==> src/sv/ice_pkg.sv <==
package ice_pkg;

	localparam int LANE_BYTES  = 8;
	localparam int DATA_W      = 64;
	localparam int COUNT_W     = 4;
	localparam int LEN_W       = 16;
	localparam int WORD_W      = 16;
	localparam int ACC_W       = 32;
	localparam int BYTE_W      = 8;
	localparam int LANE_SUM_W  = $clog2((LANE_BYTES / 2) * 255 + 1);
	localparam int VAL_W       = 21;
	localparam int QUEUE_DEPTH = 4;
	localparam int QUEUE_AW    = $clog2(QUEUE_DEPTH);

	typedef struct packed {
		logic             first;
		logic             last;
		logic [VAL_W-1:0] value;
	} entry_t;

endpackage

==> src/sv/ice_in_if.sv <==
interface ice_in_if;

	logic        valid;
	logic        ready;
	logic [63:0] data;
	logic [3:0]  byte_count;
	logic        first;
	logic        last;
	logic [31:0] seed_sum;
	logic        pseudo_enable;
	logic [31:0] source_address;
	logic [31:0] destination_address;
	logic [7:0]  protocol_number;

	modport source (
		output valid, data, byte_count, first, last, seed_sum, pseudo_enable,
		       source_address, destination_address, protocol_number,
		input  ready
	);

	modport sink (
		input  valid, data, byte_count, first, last, seed_sum, pseudo_enable,
		       source_address, destination_address, protocol_number,
		output ready
	);

endinterface

==> src/sv/ice_out_if.sv <==
interface ice_out_if;

	logic        valid;
	logic        ready;
	logic [15:0] checksum;
	logic [15:0] folded_sum;

	modport source (
		output valid, checksum, folded_sum,
		input  ready
	);

	modport sink (
		input  valid, checksum, folded_sum,
		output ready
	);

endinterface

==> src/sv/ice_front.sv <==
module ice_front (
	input  logic            clk,
	input  logic            arst_n,
	ice_in_if.sink          pkt,
	input  logic            q_full,
	output logic            push,
	output ice_pkg::entry_t push_entry
);

	logic                                       off_q;
	logic [ice_pkg::LEN_W-1:0]                  len_q;
	logic                                       base_off;
	logic [ice_pkg::LEN_W-1:0]                  base_len;
	logic [ice_pkg::COUNT_W-1:0]                eff_count;
	logic [ice_pkg::LEN_W-1:0]                  len_new;
	logic [ice_pkg::LANE_SUM_W-1:0]             even_sum;
	logic [ice_pkg::LANE_SUM_W-1:0]             odd_sum;
	logic [ice_pkg::VAL_W-1:0]                  item_val;
	logic [ice_pkg::VAL_W-1:0]                  seed_val;
	logic [ice_pkg::VAL_W-1:0]                  pseudo_val;

	assign pkt.ready = !q_full;
	assign push      = pkt.valid && !q_full;

	assign base_off  = pkt.first ? 1'b0 : off_q;
	assign base_len  = pkt.first ? '0 : len_q;
	assign eff_count = (pkt.byte_count > ice_pkg::COUNT_W'(ice_pkg::LANE_BYTES)) ?
		ice_pkg::COUNT_W'(ice_pkg::LANE_BYTES) : pkt.byte_count;
	assign len_new   = base_len + ice_pkg::LEN_W'(eff_count);

	// lane sums split by parity of lane index
	always_comb begin
		even_sum = '0;
		odd_sum  = '0;
		for (int i = 0; i < ice_pkg::LANE_BYTES; i++) begin
			if (ice_pkg::COUNT_W'(i) < eff_count) begin
				if ((i % 2) == 0) begin
					even_sum = even_sum + ice_pkg::LANE_SUM_W'(pkt.data[i*8 +: 8]);
				end else begin
					odd_sum = odd_sum + ice_pkg::LANE_SUM_W'(pkt.data[i*8 +: 8]);
				end
			end
		end
	end

	always_comb begin
		if (base_off) begin
			item_val = ice_pkg::VAL_W'({odd_sum, 8'b0}) + ice_pkg::VAL_W'(even_sum);
		end else begin
			item_val = ice_pkg::VAL_W'({even_sum, 8'b0}) + ice_pkg::VAL_W'(odd_sum);
		end
	end

	assign seed_val = pkt.first ?
		(ice_pkg::VAL_W'(pkt.seed_sum[31:16]) + ice_pkg::VAL_W'(pkt.seed_sum[15:0])) : '0;

	assign pseudo_val = (pkt.last && pkt.pseudo_enable) ?
		(ice_pkg::VAL_W'(pkt.source_address[31:16])
		+ ice_pkg::VAL_W'(pkt.source_address[15:0])
		+ ice_pkg::VAL_W'(pkt.destination_address[31:16])
		+ ice_pkg::VAL_W'(pkt.destination_address[15:0])
		+ ice_pkg::VAL_W'(pkt.protocol_number)
		+ ice_pkg::VAL_W'(len_new)) : '0;

	assign push_entry.first = pkt.first;
	assign push_entry.last  = pkt.last;
	assign push_entry.value = item_val + seed_val + pseudo_val;

	always_ff @(posedge clk or negedge arst_n) begin
		if (!arst_n) begin
			off_q <= 1'b0;
			len_q <= '0;
		end else if (push) begin
			if (pkt.last) begin
				off_q <= 1'b0;
				len_q <= '0;
			end else begin
				off_q <= base_off ^ eff_count[0];
				len_q <= len_new;
			end
		end
	end

endmodule

==> src/sv/ice_queue.sv <==
module ice_queue (
	input  logic            clk,
	input  logic            arst_n,
	input  logic            push,
	input  ice_pkg::entry_t push_entry,
	output logic            full,
	input  logic            pop,
	output logic            head_valid,
	output ice_pkg::entry_t head_entry
);

	ice_pkg::entry_t              mem_q [ice_pkg::QUEUE_DEPTH];
	logic [ice_pkg::QUEUE_AW-1:0] wr_ptr_q;
	logic [ice_pkg::QUEUE_AW-1:0] rd_ptr_q;
	logic [ice_pkg::QUEUE_AW:0]   cnt_q;
	logic                         do_pop;

	assign full       = (cnt_q == (ice_pkg::QUEUE_AW+1)'(ice_pkg::QUEUE_DEPTH));
	assign head_valid = (cnt_q != '0);
	assign head_entry = mem_q[rd_ptr_q];
	assign do_pop     = pop && head_valid;

	always_ff @(posedge clk) begin
		if (push) begin
			mem_q[wr_ptr_q] <= push_entry;
		end
	end

	always_ff @(posedge clk or negedge arst_n) begin
		if (!arst_n) begin
			wr_ptr_q <= '0;
			rd_ptr_q <= '0;
			cnt_q    <= '0;
		end else begin
			if (push) begin
				wr_ptr_q <= wr_ptr_q + 1'b1;
			end
			if (do_pop) begin
				rd_ptr_q <= rd_ptr_q + 1'b1;
			end
			if (push && !do_pop) begin
				cnt_q <= cnt_q + 1'b1;
			end else if (!push && do_pop) begin
				cnt_q <= cnt_q - 1'b1;
			end
		end
	end

endmodule

==> src/sv/ice_back.sv <==
module ice_back (
	input  logic            clk,
	input  logic            arst_n,
	input  logic            head_valid,
	input  ice_pkg::entry_t head_entry,
	output logic            pop,
	ice_out_if.source       res
);

	logic [ice_pkg::ACC_W-1:0]    acc_q;
	logic [ice_pkg::ACC_W-1:0]    out_sum_q;
	logic                         out_valid_q;
	logic                         load_ok;
	logic [ice_pkg::ACC_W-1:0]    base;
	logic [ice_pkg::ACC_W:0]      raw_sum;
	logic [ice_pkg::ACC_W-1:0]    acc_new;
	logic [ice_pkg::WORD_W:0]     fold1;
	logic [ice_pkg::WORD_W-1:0]   fold2;

	assign load_ok = !out_valid_q || res.ready;
	assign pop     = head_valid && (!head_entry.last || load_ok);

	// end-around carry add
	assign base    = head_entry.first ? '0 : acc_q;
	assign raw_sum = {1'b0, base} + (ice_pkg::ACC_W+1)'(head_entry.value);
	assign acc_new = raw_sum[ice_pkg::ACC_W-1:0] + ice_pkg::ACC_W'(raw_sum[ice_pkg::ACC_W]);

	always_ff @(posedge clk or negedge arst_n) begin
		if (!arst_n) begin
			acc_q       <= '0;
			out_valid_q <= 1'b0;
		end else begin
			if (pop) begin
				acc_q <= head_entry.last ? '0 : acc_new;
			end
			if (pop && head_entry.last) begin
				out_valid_q <= 1'b1;
			end else if (res.ready) begin
				out_valid_q <= 1'b0;
			end
		end
	end

	always_ff @(posedge clk) begin
		if (pop && head_entry.last) begin
			out_sum_q <= acc_new;
		end
	end

	// fold to 16 bits
	assign fold1 = (ice_pkg::WORD_W+1)'(out_sum_q[31:16])
		+ (ice_pkg::WORD_W+1)'(out_sum_q[15:0]);
	assign fold2 = fold1[ice_pkg::WORD_W-1:0] + ice_pkg::WORD_W'(fold1[ice_pkg::WORD_W]);

	assign res.valid      = out_valid_q;
	assign res.folded_sum = fold2;
	assign res.checksum   = ~fold2;

endmodule

==> src/sv/internet_checksum_engine_unit.sv <==
// channel | dir | beat
// pkt     | in  | up to 8 packet bytes, first/last marks, seed, pseudo-header fields
// res     | out | checksum and folded sum, one beat per packet
//
// one beat per cycle on pkt while the queue is not full; after its last beat a result
// passes the queue entry and then the back output register before it leaves
// arst_n clears offset, length, accumulator, queue and output valid
// a four-entry queue parts front and back; a stalled res only holds up last beats
// at the head of the queue, pkt stalls when the queue is full
module internet_checksum_engine_unit (
	input  logic     clk,
	input  logic     arst_n,
	ice_in_if.sink   pkt,
	ice_out_if.source res
);

	logic            q_full;
	logic            push;
	ice_pkg::entry_t push_entry;
	logic            pop;
	logic            head_valid;
	ice_pkg::entry_t head_entry;

	ice_front u_front (
		.clk        (clk),
		.arst_n     (arst_n),
		.pkt        (pkt),
		.q_full     (q_full),
		.push       (push),
		.push_entry (push_entry)
	);

	ice_queue u_queue (
		.clk        (clk),
		.arst_n     (arst_n),
		.push       (push),
		.push_entry (push_entry),
		.full       (q_full),
		.pop        (pop),
		.head_valid (head_valid),
		.head_entry (head_entry)
	);

	ice_back u_back (
		.clk        (clk),
		.arst_n     (arst_n),
		.head_valid (head_valid),
		.head_entry (head_entry),
		.pop        (pop),
		.res        (res)
	);

endmodule
==> src/flat_wrapper.sv <==
// flat-port wrapper written by rule: the top's interface ports become plain ports
module internet_checksum_engine_unit_flat 
  (clk, arst_n, pkt_valid, pkt_data, pkt_byte_count, pkt_first, pkt_last, pkt_seed_sum, pkt_pseudo_enable, pkt_source_address, pkt_destination_address, pkt_protocol_number, pkt_ready, res_valid, res_checksum, res_folded_sum, res_ready);
  ice_in_if pkt_i ();
  ice_out_if res_i ();
  input  logic clk;
  input  logic arst_n;
  input wire logic [$bits(pkt_i.valid)-1:0] pkt_valid;
  input wire logic [$bits(pkt_i.data)-1:0] pkt_data;
  input wire logic [$bits(pkt_i.byte_count)-1:0] pkt_byte_count;
  input wire logic [$bits(pkt_i.first)-1:0] pkt_first;
  input wire logic [$bits(pkt_i.last)-1:0] pkt_last;
  input wire logic [$bits(pkt_i.seed_sum)-1:0] pkt_seed_sum;
  input wire logic [$bits(pkt_i.pseudo_enable)-1:0] pkt_pseudo_enable;
  input wire logic [$bits(pkt_i.source_address)-1:0] pkt_source_address;
  input wire logic [$bits(pkt_i.destination_address)-1:0] pkt_destination_address;
  input wire logic [$bits(pkt_i.protocol_number)-1:0] pkt_protocol_number;
  output wire logic [$bits(pkt_i.ready)-1:0] pkt_ready;
  output wire logic [$bits(res_i.valid)-1:0] res_valid;
  output wire logic [$bits(res_i.checksum)-1:0] res_checksum;
  output wire logic [$bits(res_i.folded_sum)-1:0] res_folded_sum;
  input wire logic [$bits(res_i.ready)-1:0] res_ready;
  assign pkt_i.valid = pkt_valid;
  assign pkt_i.data = pkt_data;
  assign pkt_i.byte_count = pkt_byte_count;
  assign pkt_i.first = pkt_first;
  assign pkt_i.last = pkt_last;
  assign pkt_i.seed_sum = pkt_seed_sum;
  assign pkt_i.pseudo_enable = pkt_pseudo_enable;
  assign pkt_i.source_address = pkt_source_address;
  assign pkt_i.destination_address = pkt_destination_address;
  assign pkt_i.protocol_number = pkt_protocol_number;
  assign pkt_ready = pkt_i.ready;
  assign res_valid = res_i.valid;
  assign res_checksum = res_i.checksum;
  assign res_folded_sum = res_i.folded_sum;
  assign res_i.ready = res_ready;
  internet_checksum_engine_unit u_core (.clk(clk), .arst_n(arst_n), .pkt(pkt_i), .res(res_i));
endmodule
==> config.mk <==
export PLATFORM = sky130hd
export DESIGN_NAME = internet_checksum_engine_unit_flat
export DESIGN_NICKNAME = d
export VERILOG_FILES = /design/src/sv/ice_pkg.sv /design/src/sv/ice_in_if.sv /design/src/sv/ice_out_if.sv /design/src/sv/ice_front.sv /design/src/sv/ice_queue.sv /design/src/sv/ice_back.sv /design/src/sv/internet_checksum_engine_unit.sv /design/src/flat_wrapper.sv
export SDC_FILE = /design/constraint.sdc
export NUM_CORES = 1
export LEC_CHECK = 0
export BUFFER_PORTS_ARGS = -buffer_cell sky130_fd_sc_hd__buf_4
export CAP_MARGIN = 20
export CORE_AREA = 5 5 176 211
export CTS_CLUSTER_DIAMETER = 100
export CTS_CLUSTER_SIZE = 20
export DETAILED_ROUTE_END_ITERATION = 7
export DIE_AREA = 0 0 181 216
export PLACE_DENSITY = 0.74
export RECOVER_POWER = 100
export SYNTH_ARGS = -nofsm -noshare
export SYNTH_HDL_FRONTEND = slang
export SYNTH_HIERARCHICAL = 1
export SYNTH_SLANG_ARGS = --single-unit
==> constraint.sdc <==
create_clock -name clk -period 9.74 [get_ports clk]
set_input_delay 0.487 -clock clk [delete_from_list [all_inputs] [get_ports clk]]
set_output_delay 0.487 -clock clk [all_outputs]
set_load 0.03 [all_outputs]
Yosys cells after proc, flatten, opt, wreduce, memory -nomap -nowiden
Memory sizes are Yosys's and may differ from the RTL's. Index checks and enable logic that the tools add are counted.

Output and inout port bits: 34. Memories kept: 1. RAM bits: 92. Word-level logic and storage cells: 87. Register bits: 89.

Equality and inequality tests: 1. Bitwise gates (word level): 2. Add/subtract/negate cells: 25. Magnitude comparators: 9. Reductions and logical operators: 17. Mux-type cells: 24.

Memories: u_core.u_queue.mem_q (words 4, bits a word 23, rd ports 1, clocked after memory_dff 0, write ports 1, line ice_queue.sv:12) `ice_pkg::entry_t mem_q [ice_pkg::QUEUE_DEPTH];`.

Operators with widths (number): 32-bit two-way mux (2); 10-bit by 8-bit adder with 10-bit output (6); 10-bit two-way mux (6); 16-bit by 16-bit adder with 17-bit output (3); 18-bit by 10-bit adder with 19-bit output (2); 32-bit by 21-bit adder with 33-bit output (1); 32-bit by 1-bit adder with 32-bit output (1); 16-bit two-way mux (2); 20-bit by 16-bit adder with 21-bit output (1); 21-bit by 17-bit adder with 21-bit output (1); 21-bit adder (1); 21-bit two-way mux (1); 19-bit by 8-bit adder with 20-bit output (1); 18-bit by 16-bit adder with 19-bit output (1); 19-bit two-way mux (1); 17-bit by 16-bit adder with 18-bit output (1); 17-bit two-way mux (1); 16-bit by 1-bit adder with 16-bit output (1); 16-bit by 4-bit adder with 16-bit output (1); 3-bit by 4-bit < comparator with 1-bit output (first input constant) (4); 8-bit two-way mux (2); 16-bit inverter (1); 1-bit by 4-bit < comparator with 1-bit output (first input constant) (2); 2-bit by 4-bit < comparator with 1-bit output (first input constant) (2); other kinds (14) (33).

Longest topological paths before layout
Depth in word-level cells: 14. Mapped depth: 43. Depth with buffers taken out: 42.

By module
The synthesis kept the hierarchy.

Modules (own cells, without submodules): ice_front (times used 1, area an instance 8816.0 um^2, sequential area each 425.4 um^2, cells each 1124); ice_back (times used 1, area an instance 6287.3 um^2, sequential area each 1786.7 um^2, cells each 680); ice_queue (times used 1, area an instance 3758.6 um^2, sequential area each 2937.8 um^2, cells each 155).

Worst setup path after synthesis
Ideal clock, no wire load.

Path kind: in2reg. Start: input port pkt_byte_count[0]. End: memory u_core/u_queue/mem_q[0][20] (netlist bit) (data pin). Setup time: 0.264 ns. Data required time: 9.476 ns. Path slack: 1.546 ns. Arrival time: 7.930 ns. Cell stages on the path: 40. Cells stage by stage: buf_6 -> or4_4 -> nand2_1 -> inv_1 -> ha_1 -> inv_1 -> fa_1 -> nor2b_1 -> o21bai_1 -> maj3_2 -> xnor2_1 -> o21ai_0 -> ha_1 -> o21a_1 -> o31a_1 -> o31a_1 -> a21oi_1 -> a21o_1 -> [... 4 more ...] -> a21oi_1 -> mux2i_1 -> nor2_1 -> a21oi_1 -> inv_1 -> fa_1 -> mux2i_1 -> fa_1 -> inv_1 -> ha_1 -> a21o_1 -> or3_1 -> o211a_1 -> o21a_1 -> o21a_1 -> o21ai_1 -> o211ai_1 -> o21ba_1.

RTL lines: from (decl) (line flat_wrapper.sv:10) `input wire logic [$bits(pkt_i.byte_count)-1:0] pkt_byte_count;`; to (decl) (line ice_queue.sv:12).

==> out/results.tsv <==
stage	metric	value	unit
run_status	run status	finished, violations left	
run_status	violations in the final reports	max-capacitance violations, max-slew violations	
placement	count of port buffers added during placement	212	
floorplan	horizontal extent of the die	181	um
synth	most instantiated flip-flop cell in the synthesis netlist	sky130_fd_sc_hd__edfxtp_1	
global_route	total global routing overflow	0	
route	routed wire length	47900	um
synth	count of unique library cells instantiated by Yosys	121	
critical_path	Worst Setup Path Type	input port to flip-flop	
synth	cell count after synthesis	1959	
critical_path	instance count on the critical path	32	
timing	share of the cycle needed by the critical path after routing	92.6	%
synth	synthesized area per cell	9.63	um2
global_route	initial antenna violation count	0	
cells_and_area	share of post-route cells with drive strength above 1	14.2	%
critical_path	Max Fanout on Critical Path	41	
synth	cell with the most instances after synthesis	sky130_fd_sc_hd__inv_1	
floorplan	height of the die	216	um
placement	worst slack after detailed placement	0.566	ns
timing	maximum clock frequency	111	MHz
route	number of violations reported at the end of detailed-routing iteration 0	926	
synth	number of synthesized flops with an enable pin	124	
synth	top cells by area, synth	sky130_fd_sc_hd__edfxtp_1 20%, sky130_fd_sc_hd__ha_1 11%, sky130_fd_sc_hd__fa_1 9.2%, sky130_fd_sc_hd__dfrtp_1 7.6%, sky130_fd_sc_hd__xnor2_1 4.2%	
clocking	hold buffers post-CTS	0	
global_route	via count of the first global-routing pass	15700	
critical_path	cell with the largest stage delay on the worst path	sky130_fd_sc_hd__clkbuf_1	
critical_path	beginning of the worst register-to-register path	u_core/u_front/len_q[0]	
timing	smallest setup slack after layout	0.718	ns
synth	total nets after synthesis	2387	
clocking	Sinks on Clock Net	181	
critical_path	setup slack on the worst flop-to-flop path	1.83	ns
power_and_ir_drop	power density cells	384	mW/mm2
timing	setup total negative slack	0	ns
synth	share of flip-flops with an asynchronous set or reset	31.5	%
synth	Yosys warning total	6	
clocking	number of buffers between clock root and the deepest sink	2	
global_route	pin count of the biggest net entering global routing	58	
timing	max_slew headroom	-142	%
placement	gp weighted congestion	0.953	
floorplan	effective utilization at floorplan	54.2	%
floorplan	Placeable Area	0.0348	mm2
synth	library cell occupying the most area in the post-synthesis netlist	sky130_fd_sc_hd__edfxtp_1	
critical_path	Crit Reg-Reg Endpoint	u_core/u_queue/mem_q[1][19]	
timing	transition at the pin with the smallest max-transition slack	3.63	ns
timing	Setup Skew	0.0112	ns
timing	setup repair after global routing missed its margin	no	
timing	Final Slew Violations	219	
cells_and_area	Fill cells	2981	
global_route	global-route wire length before repair	78300	um
critical_path	stage delay of the slowest cell on the critical path	1.35	ns
synth	flip-flop and latch count after synthesis	181	
route	count of antenna-violating nets left after detailed routing	0	
synth	ranking of synthesized cells by instance count	176 x sky130_fd_sc_hd__inv_1, 162 x sky130_fd_sc_hd__ha_1, 140 x sky130_fd_sc_hd__nand2_1	
clocking	Post-CTS Setup Repair Bufs	0	
route	number of remaining DRC errors	0	
critical_path	WP buf/inv	5	
critical_path	number of cells on the worst reg-to-reg path	28	
power_and_ir_drop	maximum resistive drop on vdd	211	uV
critical_path	element type at the critical path end	flip-flop	
clocking	cell chosen for the clock root	sky130_fd_sc_hd__clkbuf_16	
cells_and_area	diodes inserted	0	
flow_run	max capacitance violation total	6	
floorplan	Die Area	0.0391	mm2
route	number of vias per cell after detailed routing	5.85	
clocking	number of levels the H-tree was split into	4	
critical_path	required time at the worst-slack endpoint	9.92	ns
cells_and_area	post-layout instance area	0.0212	mm2
floorplan	Site Rows	75	
route	DR vias	15300	
power_and_ir_drop	power after layout	8.13	mW
cells_and_area	relative area change from synthesis to final layout	12.2	%
timing	post-route minimum period	9.02	ns
clocking	clock edge transition at the registers on the reported setup and hold paths	0.07	ns
clocking	source-to-sink clock delay at the later pin of the worst-skew pair	0.44	ns
synth	post-synthesis instance area	0.0189	mm2
synth	post-synth top area share	19.7	%
floorplan	Ports	213	
synth	sequential area share after synthesis	27.3	%
power_and_ir_drop	leakage component of the power	9.36	nW
cells_and_area	nets	2572	
timing	# setup viols final	0	
clocking	TritonCTS buffer count	17	
global_route	GRT Total Usage	24.3	%
clocking	TritonCTS clock tree	built	
placement	placed instance area	0.0208	mm2
critical_path	crit path capture	u_core/u_queue/mem_q[1][20]	
worst_hold_path	Hold Crit Class	input port to flip-flop	
route	number of optimization iterations in the first detailed-route pass	7	
placement	final HPWL from detailed placement	39000	um
critical_path	Worst Setup SP	pkt_first	
critical_path	kind of cell adding the most delay to the critical path	adder cells	
timing	Fin. Hold Viols	0	
critical_path	sort of element at the start of the critical path	input port	
critical_path	signal arrival time at the worst endpoint	9.20	ns
route	routed length per instance	18.3	um
clocking	post-CTS sizing	0	
logic make-up (layout without fill, tap and decap cells):
group	count (synthesis)	count (layout)	synth area share (%)
multiplexers	48	48	4.25
buffers and inverters	237	435	5.30
XOR/XNOR	162	162	7.70
flip-flops	181	181	27.3
AND/OR/NAND/NOR	601	601	17.0
adder cells (fa/ha/maj)	251	251	20.1
AO/OA/AOI/OAI	479	479	18.4
metal layers:
layer  up-vias  GRT usage [%]  wire length [um]
li1       7451              -                 -
met1      7325           28.9             19500
met2       454           44.1             24300
met3        90           3.97              2260
met4         0           9.36              1860
met5         -              0                 0
where the power goes:
| part | internal [mW] | total [mW] | switching, mW |
|---|---|---|---|
| combinational | 2.08 | 5.90 | 3.82 |
| clock | 0.364 | 0.688 | 0.325 |
| sequential | 1.44 | 1.54 | 0.0994 |
registers in the layout, summed over array words and instances, names as in the netlist:
signal and count:
u_core/u_queue/mem_q 92, u_core/u_back/res.valid 1, u_core/u_front/len_q 16, u_core/u_queue/cnt_q 3, u_core/u_queue/wr_ptr_q 2, u_core/u_queue/rd_ptr_q 2
u_core/u_front/off_q 1, u_core/u_back/out_sum_q 32, u_core/u_back/acc_q 32
how the worst min path moves through the flow:
stage                                 from                      end  cells past startpoint
floorplan                           arst_n   u_core/u_back/acc_q[0]                      0
global placement    u_core/u_back/acc_q[0]   u_core/u_back/acc_q[0]                      2
detailed placement  u_core/u_back/acc_q[1]   u_core/u_back/acc_q[1]                      2
CTS                                 arst_n   u_core/u_back/acc_q[4]                      1
global route                     res_ready  u_core/u_back/res.valid                      3
finish                           res_ready  u_core/u_back/res.valid                      3
per-stage QoR:
stage | hold WS, ns | util (%) | cells
6_report | 0.455 | 60.8 | 2619
3_3_place_gp | 0.450 | 59.8 | 2587
2_1_floorplan | 0.191 | - | 1959
4_1_cts | 0.171 | 61.4 | 2619
5_1_grt | 0.460 | 60.8 | 2619
3_5_place_dp | 0.450 | 59.8 | 2587
cell type report:
cell class                 instances  area, um2  area share, %
clock buffer                      17        425           2.01
clock inverter                    15        164          0.775
inverter                         177        664           3.14
multi-input combinational       1541      12600           59.8
sequential                       181       5150           24.3
tap                              462        578           2.73
timing repair buffer             226       1530           7.24
cell usage in the layout, fill, tap and decap left out, types with 20 or more instances in the layout:
| cell | Yosys | layout |
|---|---|---|
| sky130_fd_sc_hd__o21ai_1 | 24 | 22 |
| sky130_fd_sc_hd__inv_1 | 176 | 176 |
| sky130_fd_sc_hd__and2_1 | 32 | 27 |
| sky130_fd_sc_hd__o21ai_0 | 64 | 66 |
| sky130_fd_sc_hd__nor3_1 | 43 | 44 |
| sky130_fd_sc_hd__xnor2_1 | 90 | 90 |
| sky130_fd_sc_hd__edfxtp_1 | 124 | 124 |
| sky130_fd_sc_hd__nor2b_1 | 61 | 61 |
| sky130_fd_sc_hd__fa_1 | 87 | 87 |
| sky130_fd_sc_hd__nand4_1 | 20 | 20 |
| sky130_fd_sc_hd__nand2b_1 | 23 | 23 |
| sky130_fd_sc_hd__a21o_1 | 40 | 40 |
| sky130_fd_sc_hd__a21oi_1 | 101 | 101 |
| sky130_fd_sc_hd__a22o_1 | 35 | 35 |
| sky130_fd_sc_hd__nor2_1 | 124 | 124 |
| sky130_fd_sc_hd__nand2_1 | 140 | 140 |
| sky130_fd_sc_hd__o21a_1 | 31 | 31 |
| sky130_fd_sc_hd__dfrtp_1 | 57 | 57 |
| sky130_fd_sc_hd__clkbuf_1 | 27 | 44 |
| sky130_fd_sc_hd__a211oi_1 | 24 | 24 |
| sky130_fd_sc_hd__nand3_1 | 48 | 48 |
| sky130_fd_sc_hd__and3_1 | 20 | 20 |
| sky130_fd_sc_hd__buf_4 | 6 | 182 |
| sky130_fd_sc_hd__ha_1 | 162 | 162 |
| sky130_fd_sc_hd__xor2_1 | 69 | 69 |
worst register-to-register path: cells and delay by family (launching register included):
family | cells | cell delay [ns]
xor gates and xnor gates | 3 | 0.51
buffers and inverters | 2 | 0.11
AOI/OAI and AO/OA | 11 | 2.90
and+or+nand+nor | 4 | 0.50
DFF | 1 | 0.37
adders and majority gates | 8 | 3.30
Power figures use the tool's default switching activity.
